<file path="src/hw/rtl/amsp_pkg.sv">
`default_nettype none
package amsp_pkg;

   localparam int MAX_PROCESSORS_DEFAULT = 256;
   localparam int POSITION_BITS_DEFAULT  = 16;

   localparam int COUNT_BITS = 9;
   localparam logic [COUNT_BITS-1:0] COUNT_SAT = 9'h100;

   localparam int HEADER_BYTES = 44;

   localparam int Q_DEPTH    = 4;
   localparam int Q_PTR_BITS = $clog2(Q_DEPTH);

   localparam logic [7:0] ENTRY_PROCESSOR  = 8'd0;
   localparam logic [7:0] ENTRY_IO_APIC    = 8'd1;
   localparam logic [7:0] ENTRY_OVERRIDE   = 8'd2;
   localparam logic [7:0] ENTRY_LAPIC_ADDR = 8'd5;

   typedef enum logic [2:0] {
      KIND_PROCESSOR  = 3'd0,
      KIND_IO_APIC    = 3'd1,
      KIND_OVERRIDE   = 3'd2,
      KIND_LOCAL_ADDR = 3'd3,
      KIND_SUMMARY    = 3'd4
   } record_kind_type;

   typedef struct packed {
      logic [7:0] table_byte;
      logic       table_start;
   } req_type;

   typedef struct packed {
      record_kind_type       record_kind;
      logic [7:0]            processor_index;
      logic [7:0]            first_id;
      logic [7:0]            second_id;
      logic [31:0]           value_word;
      logic [31:0]           second_value;
      logic                  signature_good;
      logic                  checksum_good;
      logic                  malformed;
      logic [COUNT_BITS-1:0] processor_count;
      logic                  last_of_run;
   } rsp_type;

   typedef struct packed {
      logic [1:0] count;
      rsp_type    first;
      rsp_type    second;
   } push_type;

   typedef struct packed {
      logic    valid;
      rsp_type data;
   } head_type;

   function automatic logic [7:0] sig_char(input logic [1:0] idx);
      logic [7:0] c;
      unique case (idx)
         2'd0: c = 8'h41;
         2'd1: c = 8'h50;
         2'd2: c = 8'h49;
         default: c = 8'h43;
      endcase
      return c;
   endfunction

endpackage
`default_nettype wire

</file>
<file path="src/hw/rtl/amsp_front.sv">
`default_nettype none
module amsp_front #(
   parameter int MAX_PROCESSORS = amsp_pkg::MAX_PROCESSORS_DEFAULT,
   parameter int POSITION_BITS  = amsp_pkg::POSITION_BITS_DEFAULT
) (
   input  wire logic              clock,
   input  wire logic              reset,
   input  wire logic              req_valid,
   output logic                   req_ready,
   input  wire amsp_pkg::req_type req,
   input  wire logic              queue_room,
   output amsp_pkg::push_type     push
);

   localparam int PB = POSITION_BITS;
   localparam logic [32:0] POS_LIMIT = (33'd1 << POSITION_BITS) - 33'd1;
   localparam int CB = amsp_pkg::COUNT_BITS;

   logic [PB-1:0] pos_ff, pos_cur, pos_in;
   logic [31:0]   len_ff, len_cur, len_in;
   logic [7:0]    sum_ff, sum_cur, sum_in;
   logic          sig_ff, sig_cur, sig_in;
   logic [7:0]    eoff_ff, eoff_cur, eoff_in;
   logic [7:0]    etype_ff, etype_cur, etype_in;
   logic [7:0]    elen_ff, elen_cur, elen_in;
   logic [15:0]   ids_ff, ids_cur, ids_in;
   logic [31:0]   val_ff, val_cur, val_in;
   logic [31:0]   laddr_ff, laddr_cur, laddr_in;
   logic [31:0]   ioaddr_ff, ioaddr_cur, ioaddr_in;
   logic          io_seen_ff, io_seen_cur, io_seen_in;
   logic [CB-1:0] cpu_ff, cpu_cur, cpu_in;
   logic          bad_ff, bad_cur, bad_in;

   logic [7:0]    b;
   logic          accept;
   logic [PB-1:0] end_pos;
   logic          ignore;
   logic          walk;
   logic          finish_chk;
   logic          rec_valid;
   logic          sum_valid;
   amsp_pkg::rsp_type rec;
   amsp_pkg::rsp_type summ;

   assign b         = req.table_byte;
   assign req_ready = queue_room;
   assign accept    = req_valid && req_ready;

   always_comb begin
      if (req.table_start) begin
         pos_cur     = '0;
         len_cur     = '0;
         sum_cur     = '0;
         sig_cur     = 1'b1;
         eoff_cur    = '0;
         etype_cur   = '0;
         elen_cur    = '0;
         ids_cur     = '0;
         val_cur     = '0;
         laddr_cur   = '0;
         ioaddr_cur  = '0;
         io_seen_cur = 1'b0;
         cpu_cur     = '0;
         bad_cur     = 1'b0;
      end else begin
         pos_cur     = pos_ff;
         len_cur     = len_ff;
         sum_cur     = sum_ff;
         sig_cur     = sig_ff;
         eoff_cur    = eoff_ff;
         etype_cur   = etype_ff;
         elen_cur    = elen_ff;
         ids_cur     = ids_ff;
         val_cur     = val_ff;
         laddr_cur   = laddr_ff;
         ioaddr_cur  = ioaddr_ff;
         io_seen_cur = io_seen_ff;
         cpu_cur     = cpu_ff;
         bad_cur     = bad_ff;
      end
   end

   always_comb begin
      len_in = len_cur;
      if (pos_cur >= PB'(4) && pos_cur < PB'(8)) begin
         len_in = len_cur | ({24'd0, b} << {pos_cur[1:0], 3'b000});
      end
      if ({1'b0, len_in} > POS_LIMIT) begin
         end_pos = '1;
      end else if (len_in < 32'd8) begin
         end_pos = PB'(8);
      end else begin
         end_pos = len_in[PB-1:0];
      end
   end

   assign ignore = (pos_cur >= PB'(8)) && (pos_cur >= end_pos);
   assign pos_in = pos_cur + PB'(1);
   assign sum_in = sum_cur + b;
   assign sig_in = sig_cur && !(pos_cur < PB'(4) && b != amsp_pkg::sig_char(pos_cur[1:0]));
   assign walk   = (pos_cur >= PB'(amsp_pkg::HEADER_BYTES)) && !bad_cur;

   always_comb begin
      bad_in     = bad_cur;
      laddr_in   = laddr_cur;
      eoff_in    = eoff_cur;
      etype_in   = etype_cur;
      elen_in    = elen_cur;
      ids_in     = ids_cur;
      val_in     = val_cur;
      ioaddr_in  = ioaddr_cur;
      io_seen_in = io_seen_cur;
      cpu_in     = cpu_cur;
      finish_chk = 1'b0;
      rec_valid  = 1'b0;
      rec        = '0;

      if (pos_cur == PB'(7) &&
          (len_in < 32'(amsp_pkg::HEADER_BYTES) || {1'b0, len_in} > POS_LIMIT)) begin
         bad_in = 1'b1;
      end
      if (pos_cur >= PB'(36) && pos_cur < PB'(40)) begin
         laddr_in = laddr_cur | ({24'd0, b} << {pos_cur[1:0], 3'b000});
      end

      if (walk) begin
         if (eoff_cur == 8'd0) begin
            etype_in = b;
            ids_in   = '0;
            val_in   = '0;
            eoff_in  = 8'd1;
         end else begin
            finish_chk = 1'b1;
            if (eoff_cur == 8'd1) begin
               elen_in = b;
               if (b < 8'd2) begin
                  bad_in     = 1'b1;
                  finish_chk = 1'b0;
               end
            end else if (eoff_cur == 8'd2) begin
               ids_in[7:0] = b;
            end else if (eoff_cur == 8'd3) begin
               ids_in[15:8] = b;
            end else if (eoff_cur < 8'd8) begin
               val_in = val_cur | ({24'd0, b} << {eoff_cur[1:0], 3'b000});
            end

            if (finish_chk) begin
               if ({1'b0, eoff_cur} + 9'd1 < {1'b0, elen_in}) begin
                  eoff_in = eoff_cur + 8'd1;
               end else begin
                  eoff_in = 8'd0;
                  unique case (etype_cur)
                     amsp_pkg::ENTRY_PROCESSOR: begin
                        if (cpu_cur < CB'(MAX_PROCESSORS)) begin
                           rec_valid           = 1'b1;
                           rec.record_kind     = amsp_pkg::KIND_PROCESSOR;
                           rec.processor_index = cpu_cur[7:0];
                           rec.first_id        = ids_in[7:0];
                           rec.second_id       = ids_in[15:8];
                        end
                        if (cpu_cur < amsp_pkg::COUNT_SAT) begin
                           cpu_in = cpu_cur + CB'(1);
                        end
                     end
                     amsp_pkg::ENTRY_IO_APIC: begin
                        if (!io_seen_cur) begin
                           ioaddr_in       = val_in;
                           io_seen_in      = (val_in != 32'd0);
                           rec_valid       = 1'b1;
                           rec.record_kind = amsp_pkg::KIND_IO_APIC;
                           rec.value_word  = val_in;
                        end
                     end
                     amsp_pkg::ENTRY_OVERRIDE: begin
                        rec_valid       = 1'b1;
                        rec.record_kind = amsp_pkg::KIND_OVERRIDE;
                        rec.first_id    = ids_in[15:8];
                        rec.value_word  = val_in;
                     end
                     amsp_pkg::ENTRY_LAPIC_ADDR: begin
                        laddr_in        = val_in;
                        rec_valid       = 1'b1;
                        rec.record_kind = amsp_pkg::KIND_LOCAL_ADDR;
                        rec.value_word  = val_in;
                     end
                     default: begin
                     end
                  endcase
               end
            end
         end
      end
   end

   always_comb begin
      sum_valid = (pos_cur >= PB'(7)) && ({1'b0, pos_cur} + (PB+1)'(1) == {1'b0, end_pos});
      summ                 = '0;
      summ.record_kind     = amsp_pkg::KIND_SUMMARY;
      summ.value_word      = laddr_in;
      summ.second_value    = ioaddr_in;
      summ.signature_good  = sig_in;
      summ.checksum_good   = (sum_in == 8'd0);
      summ.malformed       = bad_in;
      summ.processor_count = cpu_in;
      summ.last_of_run     = 1'b1;
   end

   always_comb begin
      push = '0;
      if (accept && !ignore) begin
         if (rec_valid && sum_valid) begin
            push.count  = 2'd2;
            push.first  = rec;
            push.second = summ;
         end else if (rec_valid) begin
            push.count             = 2'd1;
            push.first             = rec;
            push.first.last_of_run = 1'b1;
         end else if (sum_valid) begin
            push.count = 2'd1;
            push.first = summ;
         end
      end
   end

   always_ff @(posedge clock) begin
      if (reset) begin
         pos_ff     <= '0;
         len_ff     <= '0;
         sum_ff     <= '0;
         sig_ff     <= 1'b1;
         eoff_ff    <= '0;
         etype_ff   <= '0;
         elen_ff    <= '0;
         ids_ff     <= '0;
         val_ff     <= '0;
         laddr_ff   <= '0;
         ioaddr_ff  <= '0;
         io_seen_ff <= 1'b0;
         cpu_ff     <= '0;
         bad_ff     <= 1'b0;
      end else if (accept && !ignore) begin
         pos_ff     <= pos_in;
         len_ff     <= len_in;
         sum_ff     <= sum_in;
         sig_ff     <= sig_in;
         eoff_ff    <= eoff_in;
         etype_ff   <= etype_in;
         elen_ff    <= elen_in;
         ids_ff     <= ids_in;
         val_ff     <= val_in;
         laddr_ff   <= laddr_in;
         ioaddr_ff  <= ioaddr_in;
         io_seen_ff <= io_seen_in;
         cpu_ff     <= cpu_in;
         bad_ff     <= bad_in;
      end
   end

endmodule
`default_nettype wire

</file>
<file path="src/hw/rtl/amsp_queue.sv">
`default_nettype none
module amsp_queue (
   input  wire logic               clock,
   input  wire logic               reset,
   input  wire amsp_pkg::push_type push,
   output logic                    room,
   output amsp_pkg::head_type      head,
   input  wire logic               pop
);

   localparam int PW = amsp_pkg::Q_PTR_BITS;

   amsp_pkg::rsp_type slots_ff [amsp_pkg::Q_DEPTH];
   logic [PW-1:0] wr_ptr_ff, wr_ptr_in;
   logic [PW-1:0] rd_ptr_ff, rd_ptr_in;
   logic [PW:0]   count_ff, count_in;
   logic [PW-1:0] wr_next;

   assign wr_next   = wr_ptr_ff + PW'(1);
   assign room      = count_ff <= (PW+1)'(amsp_pkg::Q_DEPTH - 2);
   assign head.valid = count_ff != '0;
   assign head.data  = slots_ff[rd_ptr_ff];

   assign wr_ptr_in = wr_ptr_ff + PW'(push.count);
   assign rd_ptr_in = rd_ptr_ff + PW'(pop);
   assign count_in  = count_ff + (PW+1)'(push.count) - (PW+1)'(pop);

   always_ff @(posedge clock) begin
      if (push.count != 2'd0) begin
         slots_ff[wr_ptr_ff] <= push.first;
      end
      if (push.count == 2'd2) begin
         slots_ff[wr_next] <= push.second;
      end
   end

   always_ff @(posedge clock) begin
      if (reset) begin
         wr_ptr_ff <= '0;
         rd_ptr_ff <= '0;
         count_ff  <= '0;
      end else begin
         wr_ptr_ff <= wr_ptr_in;
         rd_ptr_ff <= rd_ptr_in;
         count_ff  <= count_in;
      end
   end

endmodule
`default_nettype wire

</file>
<file path="src/hw/rtl/amsp_back.sv">
`default_nettype none
module amsp_back (
   input  wire logic               clock,
   input  wire logic               reset,
   input  wire amsp_pkg::head_type head,
   output logic                    pop,
   output logic                    rsp_valid,
   input  wire logic               rsp_ready,
   output amsp_pkg::rsp_type       rsp
);

   logic              rsp_valid_ff, rsp_valid_in;
   amsp_pkg::rsp_type rsp_ff;

   assign pop          = head.valid && (!rsp_valid_ff || rsp_ready);
   assign rsp_valid_in = pop || (rsp_valid_ff && !rsp_ready);
   assign rsp_valid    = rsp_valid_ff;
   assign rsp          = rsp_ff;

   always_ff @(posedge clock) begin
      if (reset) begin
         rsp_valid_ff <= 1'b0;
      end else begin
         rsp_valid_ff <= rsp_valid_in;
      end
   end

   always_ff @(posedge clock) begin
      if (pop) begin
         rsp_ff <= head.data;
      end
   end

endmodule
`default_nettype wire

</file>
<file path="src/hw/rtl/acpi_madt_stream_parser.sv">
// An accepted byte's records are written into the queue, then moved into the output register.
// Throughput: one byte per cycle; the table's last byte may push two records into
// a four-entry queue, drained one record per cycle by the output register while
// rsp_ready is high. The front stalls only while fewer than two queue slots are free.
// Reset: synchronous, active high; clears the parse state and empties the queue.
`default_nettype none
module acpi_madt_stream_parser #(
   parameter int MAX_PROCESSORS = amsp_pkg::MAX_PROCESSORS_DEFAULT,
   parameter int POSITION_BITS  = amsp_pkg::POSITION_BITS_DEFAULT
) (
   input  wire logic              clock,
   input  wire logic              reset,
   input  wire logic              req_valid,
   output logic                   req_ready,
   input  wire amsp_pkg::req_type req,
   output logic                   rsp_valid,
   input  wire logic              rsp_ready,
   output amsp_pkg::rsp_type      rsp
);

   amsp_pkg::push_type push;
   amsp_pkg::head_type head;
   logic               room;
   logic               pop;

   amsp_front #(
      .MAX_PROCESSORS (MAX_PROCESSORS),
      .POSITION_BITS  (POSITION_BITS)
   ) u_front (
      .clock      (clock),
      .reset      (reset),
      .req_valid  (req_valid),
      .req_ready  (req_ready),
      .req        (req),
      .queue_room (room),
      .push       (push)
   );

   amsp_queue u_queue (
      .clock (clock),
      .reset (reset),
      .push  (push),
      .room  (room),
      .head  (head),
      .pop   (pop)
   );

   amsp_back u_back (
      .clock     (clock),
      .reset     (reset),
      .head      (head),
      .pop       (pop),
      .rsp_valid (rsp_valid),
      .rsp_ready (rsp_ready),
      .rsp       (rsp)
   );

endmodule
`default_nettype wire

</file>
<file path="config.mk">
export PLATFORM = sky130hd
export DESIGN_NAME = acpi_madt_stream_parser
export DESIGN_NICKNAME = d
export VERILOG_FILES = /design/src/hw/rtl/amsp_pkg.sv /design/src/hw/rtl/amsp_front.sv /design/src/hw/rtl/amsp_queue.sv /design/src/hw/rtl/amsp_back.sv /design/src/hw/rtl/acpi_madt_stream_parser.sv
export SDC_FILE = /design/constraint.sdc
export NUM_CORES = 1
export LEC_CHECK = 0
export BUFFER_PORTS_ARGS = -buffer_cell sky130_fd_sc_hd__buf_4
export CORE_ASPECT_RATIO = 1.75
export CORE_MARGIN = 1.5
export CORE_UTILIZATION = 30
export CTS_BUF_LIST = sky130_fd_sc_hd__clkbuf_16
export DETAILED_ROUTE_END_ITERATION = 10
export PLACE_DENSITY = 0.49
export SLEW_MARGIN = 20
export SYNTH_ARGS = -nofsm -noshare
export SYNTH_HDL_FRONTEND = slang
export SYNTH_SLANG_ARGS = --single-unit
</file>
<file path="constraint.sdc">
create_clock -name clock -period 9.6 [get_ports clock]
set_input_delay 0.48 -clock clock [delete_from_list [all_inputs] [get_ports clock]]
set_output_delay 0.48 -clock clock [all_outputs]
set_load 0.05 [all_outputs]
</file>
==> results of run 1 <==
[cell usage in the layout, fill, tap and decap left out, types with 44 or more instances in the layout]
cell       synthesis  layout
a22oi_1          230     230
buf_4              3     175
dfxtp_1          316     314
nand3_1          117     110
nor2_1           325     322
a21oi_1          372     371
nor2b_1           76      76
clkbuf_16          0      74
a211oi_1          50      50
nand2_1          170     161
inv_1             28      44
o31ai_1           95      95
mux4_2           104     104
o21ai_0          136     136
edfxtp_1         416     416
ha_1              47      47
[how the worst max path moves through the flow]
stage,from,endpoint,slack [ns]
2_1_floorplan,rsp_ready,u_queue.count_ff[1],2.26
5_1_grt,u_front.pos_ff[8],u_queue.slots_ff[3][63],2.14
3_3_place_gp,req[0],u_queue.slots_ff[3][28],2.29
6_report,u_front.pos_ff[8],u_queue.slots_ff[3][29],2.46
4_1_cts,u_front.pos_ff[8],u_queue.slots_ff[3][65],2.52
3_5_place_dp,req[0],u_queue.slots_ff[3][63],2.22
[kinds of logic (layout without fill, tap and decap cells)]
family	Yosys count	in the layout	synth area share, %
compound gates	1087	1087	19.8
xor+xnor	39	39	0.970
fa+ha+maj	49	49	1.78
buf+inv	331	344	3.76
flops	732	732	53.4
mux	127	127	7.31
other cells	0	1	0
simple gates	922	922	12.9
[state kept, by name (all words and copies together) (netlist names), 2 cells and up]
signal,flops
u_front.eoff_ff,8
u_front.pos_ff,16
u_front.ioaddr_ff,32
u_front.val_ff,32
u_queue.count_ff,3
u_queue.wr_ptr_ff,2
u_front.cpu_ff,9
u_front.len_ff,32
u_front.elen_ff,8
u_back.rsp,104
u_front.sum_ff,8
u_queue.rd_ptr_ff,2
u_front.laddr_ff,32
u_front.ids_ff,16
u_queue.slots_ff,416
u_front.etype_ff,8
[tightest hold or removal path: stages]
cell,delay [ns]
buf_4,0.08
inv_1,0.06
nand2_1,0.07
a21oi_1,0.05
[power by group through the flow]
stage	registers [W]	logic, W	clock network (W)
6_report	0.00377	0.00211	0.00294
3_5_place_dp	0.00385	0.00214	0
3_3_place_gp	0.00384	0.00213	0
2_1_floorplan	0.00426	0.00103	0
5_1_grt	0.00380	0.00225	0.00312
4_1_cts	0.00378	0.00214	0.00302
[cell type report]
class / count / area (um2) / area share (%)
clock inverter: 59 / 566 / 1.41
sequential: 732 / 18800 / 47.1
antenna: 1 / 2.50 / 0.00626
tap: 1512 / 1890 / 4.73
inverter: 29 / 109 / 0.272
clock buffer: 74 / 1850 / 4.63
multi-input combinational: 2224 / 15300 / 38.2
timing repair buffer: 182 / 1450 / 3.61
[per-stage QoR]
step / cells / power, W / hold WS (ns) / setup slack (ns)
finish: 4813 / 0.00882 / 0.0906 / 2.46
global route: 4813 / 0.00917 / 0.0755 / 2.14
CTS: 4811 / 0.00893 / 0.0383 / 2.52
detailed placement: 4678 / 0.00598 / 0.442 / 2.22
global placement: 4678 / 0.00598 / 0.437 / 2.29
floorplan: 3287 / 0.00528 / 0.429 / 2.26
[layer usage]
| layer | track usage, % | wire length [um] | vias up | part of all wire (%) |
|---|---|---|---|---|
| li1 | - | - | 12408 | - |
| met1 | 22.9 | 46600 | 13618 | 38 |
| met2 | 36.1 | 63100 | 851 | 52 |
| met3 | 2.82 | 5510 | 257 | 4.5 |
| met4 | 11.0 | 6760 | 2 | 5.5 |
| met5 | 0 | 13 | - | 0.011 |
==> results.yml, run 1 <==
outcome:
  outcome: "completed"
power_and_ir_drop:
  combinationalPowerShare_pct: 23.9
  power.leakage_nw: 12.1
  p_seq_share_pct: 42.8
  powerDensity_nw_per_um2: 221
  ir_drop_uv: 210
  pwr-share-clk_pct: 33.3
  power_switching_share_pct: 34.1
  p_sw_w: 0.00301
  p_int_w: 0.00581
sta:
  setup_violations: 0
  final-hold-violation-count: 0
  timing.final.crit_period_ns: 7.14
  slew_violations: 0
  fin_setup_tns_ns: 0
  worst_pin_slew_ns: 1.14
  timing.final.crit_share_pct: 74.4
  max_slew_margin_pct: 23.6
  fmax_mhz: 140
  rsz0062_at_grt: "no"
  fin_skew_ns: 0.0370
drt:
  drtIter0Drc: 2163
  post_drt_via_cell_ratio: 5.64
  vias: 27136
  routed_wl_mm: 122
  drc_errors: 0
  post_drt_wl_per_cell_um: 25.3
  firstDrtPassIters: 8
  antenna_left: 0
synth:
  synthArstFlopShare_pct: 0
  yosysSeqAreaShare_pct: 53.4
  ys_ff_latch: 732
  synth_area_um2: 35200
  synth_edf_count: 416
  synthCells: 3287
  synthTopCellsByCount: "edfxtp_1, a21oi_1, nor2_1"
  ys_warn_count: 0
  syn_avg_cell_area_um2: 10.7
  synth.most_common_cell: "edfxtp_1"
  ys_types: 91
  synth_top_area_share_pct: 35.5
  dominantRegCellSynth: "edfxtp_1"
  synthTopCellsByArea: "edfxtp_1, dfxtp_1, mux4_2"
  synth_fp_nets: 3349
  yosysTopAreaCell: "edfxtp_1"
die:
  dieArea_um2: 120000
  core_area_um2: 117000
  die_w_um: 262
  start_util_pct: 30.2
  num_rows: 166
  num_io_pins: 119
  dieHeight_um: 456
worst_setup_path:
  cp_cell_sequence: "nor4_2, and3_1, nand4_2, a21oi_4, nor2_1, ha_1, o21ai_0, a211oi_1, o31a_1, a2111oi_0, buf_4, o21a_4, nand3_4, buf_4, nand2_4, buf_4"
  critical_path_buf_inv_count: 3
  critPathMostFrequentCell: "buf_4"
  reg2reg_to: "u_queue.slots_ff[3][29]"
  critical_path_required_ns: 9.91
  crit_path_end_kind: "flip-flop"
  cp_slowest_cell: "and3_1"
  crit_path_max_fanout: 72
  worstSetupStartpointType: "flip-flop"
  critPathTopFamily: "compound AO/OA/AOI/OAI gates"
  crit_arrival_ns: 7.45
  max_stage_delay_ns: 0.71
  r2r_slack_ns: 2.46
  cp_num_cells: 16
  r2r_start: "u_front.pos_ff[8]"
  ff2ff_path_depth: 16
  crit_type: "flip-flop to flip-flop"
final_layout:
  drive_gt1_share_pct: 14.5
  final_area_um2: 40000
  final_util_pct: 34.3
  fill_cells: 11826
  syn_to_final_growth_pct: 13.5
  final_nets: 3304
run:
  max_cap_violations: 0
clock_tree:
  clk_path_buf_depth: 3
  clock-sinks: 732
  clkTransAtPathRegs_ns: 0.06
  cts.repair.resized: 0
  clock-root-buffer: "clkbuf_16"
  clock_latency_ns: 0.70
  postCtsSetupRepairBufs: 0
  cts_made_buffers: 73
  cts_tree: "built"
  htree_levels: 3
  cts-hold-fix-buffers: 0
grt:
  grt_max_degree: 89
  grt_pass1_wl_mm: 181
  grt_pass1_vias: 27331
  grt.total_usage_pct: 20.2
  overflow: 0
  grt_antenna_before_repair: 2
placed_design:
  port_buffers: 118
  placed_area_um2: 37500
  place_congestion: 0.859
  hpwl_mm: 76.0
hold_path:
  hp-class: "input pin to flip-flop"
  hold_depth: 4
  hp-start: "rsp_ready"
  hold_path_end: "u_back.rsp_valid"
(Power assumes the default switching activity.)
==> run 2: changes to the inputs <==
--- a/config.mk
+++ b/config.mk
@@ -11,7 +11,7 @@
 export CORE_UTILIZATION = 30
 export CTS_BUF_LIST = sky130_fd_sc_hd__clkbuf_16
 export DETAILED_ROUTE_END_ITERATION = 10
-export PLACE_DENSITY = 0.49
+export PLACE_DENSITY = 0.51
 export SLEW_MARGIN = 20
 export SYNTH_ARGS = -nofsm -noshare
 export SYNTH_HDL_FRONTEND = slang
==> constraint.sdc (replaced) <==
create_clock -name clock -period 6 [get_ports clock]
set_input_delay 0.3 -clock clock [delete_from_list [all_inputs] [get_ports clock]]
set_output_delay 0.3 -clock clock [all_outputs]
set_load 0.05 [all_outputs]
==> results.yml, run 2 (synthesis results as in run 1) <==
die:
  start_util_pct: 30.2
  dieHeight_um: 456
  num_rows: 166
  num_io_pins: 119
  dieArea_um2: 120000
  core_area_um2: 117000
  die_w_um: 262
sta:
  timing.final.crit_period_ns: 5.63
  setup_violations: 0
  max_slew_margin_pct: 24.1
  final-hold-violation-count: 0
  fin_setup_tns_ns: 0
  hold_ws_ns: 0.142
  timing.final.crit_share_pct: 93.9
  rsz0062_at_grt: "no"
  worst_pin_slew_ns: 1.14
  fmax_mhz: 178
  slew_violations: 0
  fin_skew_ns: 0.0335
power_and_ir_drop:
  p_seq_share_pct: 42.8
  powerDensity_nw_per_um2: 345
  combinationalPowerShare_pct: 25.3
  p_sw_w: 0.00488
  power.leakage_nw: 12.4
  p_int_w: 0.00914
  ir_drop_uv: 216
  pwr-share-clk_pct: 31.8
  power_switching_share_pct: 34.8
final_layout:
  seq_area_um2: 18800
  largest-register: "u_queue.slots_ff"
  drive_gt1_share_pct: 15.9
  final_cell_mix: "edfxtp_1, a21oi_1, nor2_1"
  final_util_pct: 34.8
  largest_register_ffs: 416
  final_common_cell: "edfxtp_1"
  syn_to_final_growth_pct: 15.4
  multiInputGateArea_um2: 15300
  final_area_um2: 40600
  fill_cells: 11725
  finalNonFillerCells: 4879
  final_nets: 3374
grt:
  overflow: 0
  grt_pass1_wl_mm: 181
  grt_antenna_before_repair: 1
  grt.total_usage_pct: 20.2
  grt_pass1_vias: 27607
  grt_max_degree: 104
worst_setup_path:
  worstSetupStartpointType: "flip-flop"
  crit_path_max_fanout: 44
  critical_path_required_ns: 6.53
  crit_start: "u_front.pos_ff[11]"
  crit_type: "flip-flop to flip-flop"
  crit_path_end_kind: "flip-flop"
  r2r_start: "u_front.pos_ff[11]"
  crit_arrival_ns: 6.16
outcome:
  outcome: "finished, violations left"
  violations: "DRC"
drt:
  vias: 27644
  post_drt_wl_per_cell_um: 25.2
  antenna_left: 0
  firstDrtPassIters: 11
  drc_errors: 1
  routed_wl_mm: 123
  drtIter0Drc: 2504
  post_drt_via_cell_ratio: 5.67
clock_tree:
  clock-sinks: 732
  clock_latency_ns: 0.71
  clock-root-buffer: "clkbuf_16"
  clk_path_buf_depth: 3
  htree_levels: 3
  cts_tree: "built"
  cts_made_buffers: 70
  clkTransAtPathRegs_ns: 0.07
hold_path:
  hp-start: "req[2]"
  hp-class: "input pin to flip-flop"
placed_design:
  port_buffers: 118
  hpwl_mm: 77.1
  placed_area_um2: 38400
  place_congestion: 0.897
  placed_cells: 4748
run:
  max_cap_violations: 0
==> run 2: cell types whose count changed in the layout (fill, tap and decap cells not counted), sizes merged <==
cell,change
inv,+1
a21oi,+1
bufinv,-3
clkinvlp,-2
clkinv,+1
buf,+71
dlygate4sd3,+1
clkbuf,-4
==> run 2: final cells by class <==
class	count	area share (%)
Sequential cell	732	46.3
Tap cell	1512	4.65
Clock buffer	70	4.31
Timing Repair Buffer	254	5.63
Clock inverter	56	1.22
Multi-Input combinational cell	2225	37.6
Antenna cell	1	0.00616
Inverter	29	0.268
==> run 2: timing repair <==
| action | 4_1_cts | 5_1_grt |
|---|---|---|
| resized for setup | 0 | 1 |
| setup endpoints to repair | 0 | 179 |
| endpoints found under the hold margin | 1 | 0 |
| buffers inserted | 0 | 2 |
| hold buffers | 1 | 0 |
==> run 2: worst paths after layout <==
check                                  to  slack, ns  cells past startpoint
hold / removal          u_front.len_ff[1]       0.14                      4
setup / recovery  u_queue.slots_ff[2][13]       0.37                     17
setup reg to reg  u_queue.slots_ff[2][13]       0.37                     17
hold reg to reg         u_front.sum_ff[3]       0.45                      2
==> run 2: stage by stage <==
| step | power, W | setup WS (ns) |
|---|---|---|
| after detailed placement | 0.00970 | 0.168 |
| after global placement | 0.00968 | 0.314 |
| after CTS | 0.0142 | 0.0691 |
| final | 0.0140 | 0.366 |
| after floorplan | 0.00842 | 0.0393 |
| after global routing | 0.0146 | 0.0514 |
==> run 2: worst max-delay path, cell delays in order, from the launching register on <==
cell	delay [ns]
dfxtp_1	0.41
nor4_4	0.47
and3_1	0.33
nand4_2	0.23
a21oi_4	0.49
nor2_1	0.11
ha_1	0.28
o21ai_0	0.27
a211oi_1	0.18
o31a_1	0.31
a2111oi_0	0.53
buf_4	0.25
o21a_4	0.25
nand2_1	0.22
nor3_2	0.37
nand3_2	0.12
buf_4	0.33
a21oi_1	0.25
==> run 2: per-layer routing <==
metal  up-vias  global-route usage (%)  wire [um]
li1      12553                       -          -
met1     13782                    22.3      45000
met2       978                    36.2      63900
met3       331                    2.85       5930
met4         0                    12.2       7940
met5         -                       0          0
==> run 2: power by group through the flow <==
stage,logic [W],clock network [W],registers (W)
after floorplan,0.00165,0,0.00677
after global placement,0.00356,0,0.00612
after detailed placement,0.00357,0,0.00612
after CTS,0.00358,0.00458,0.00602
after global routing,0.00376,0.00475,0.00605
final,0.00355,0.00446,0.00600
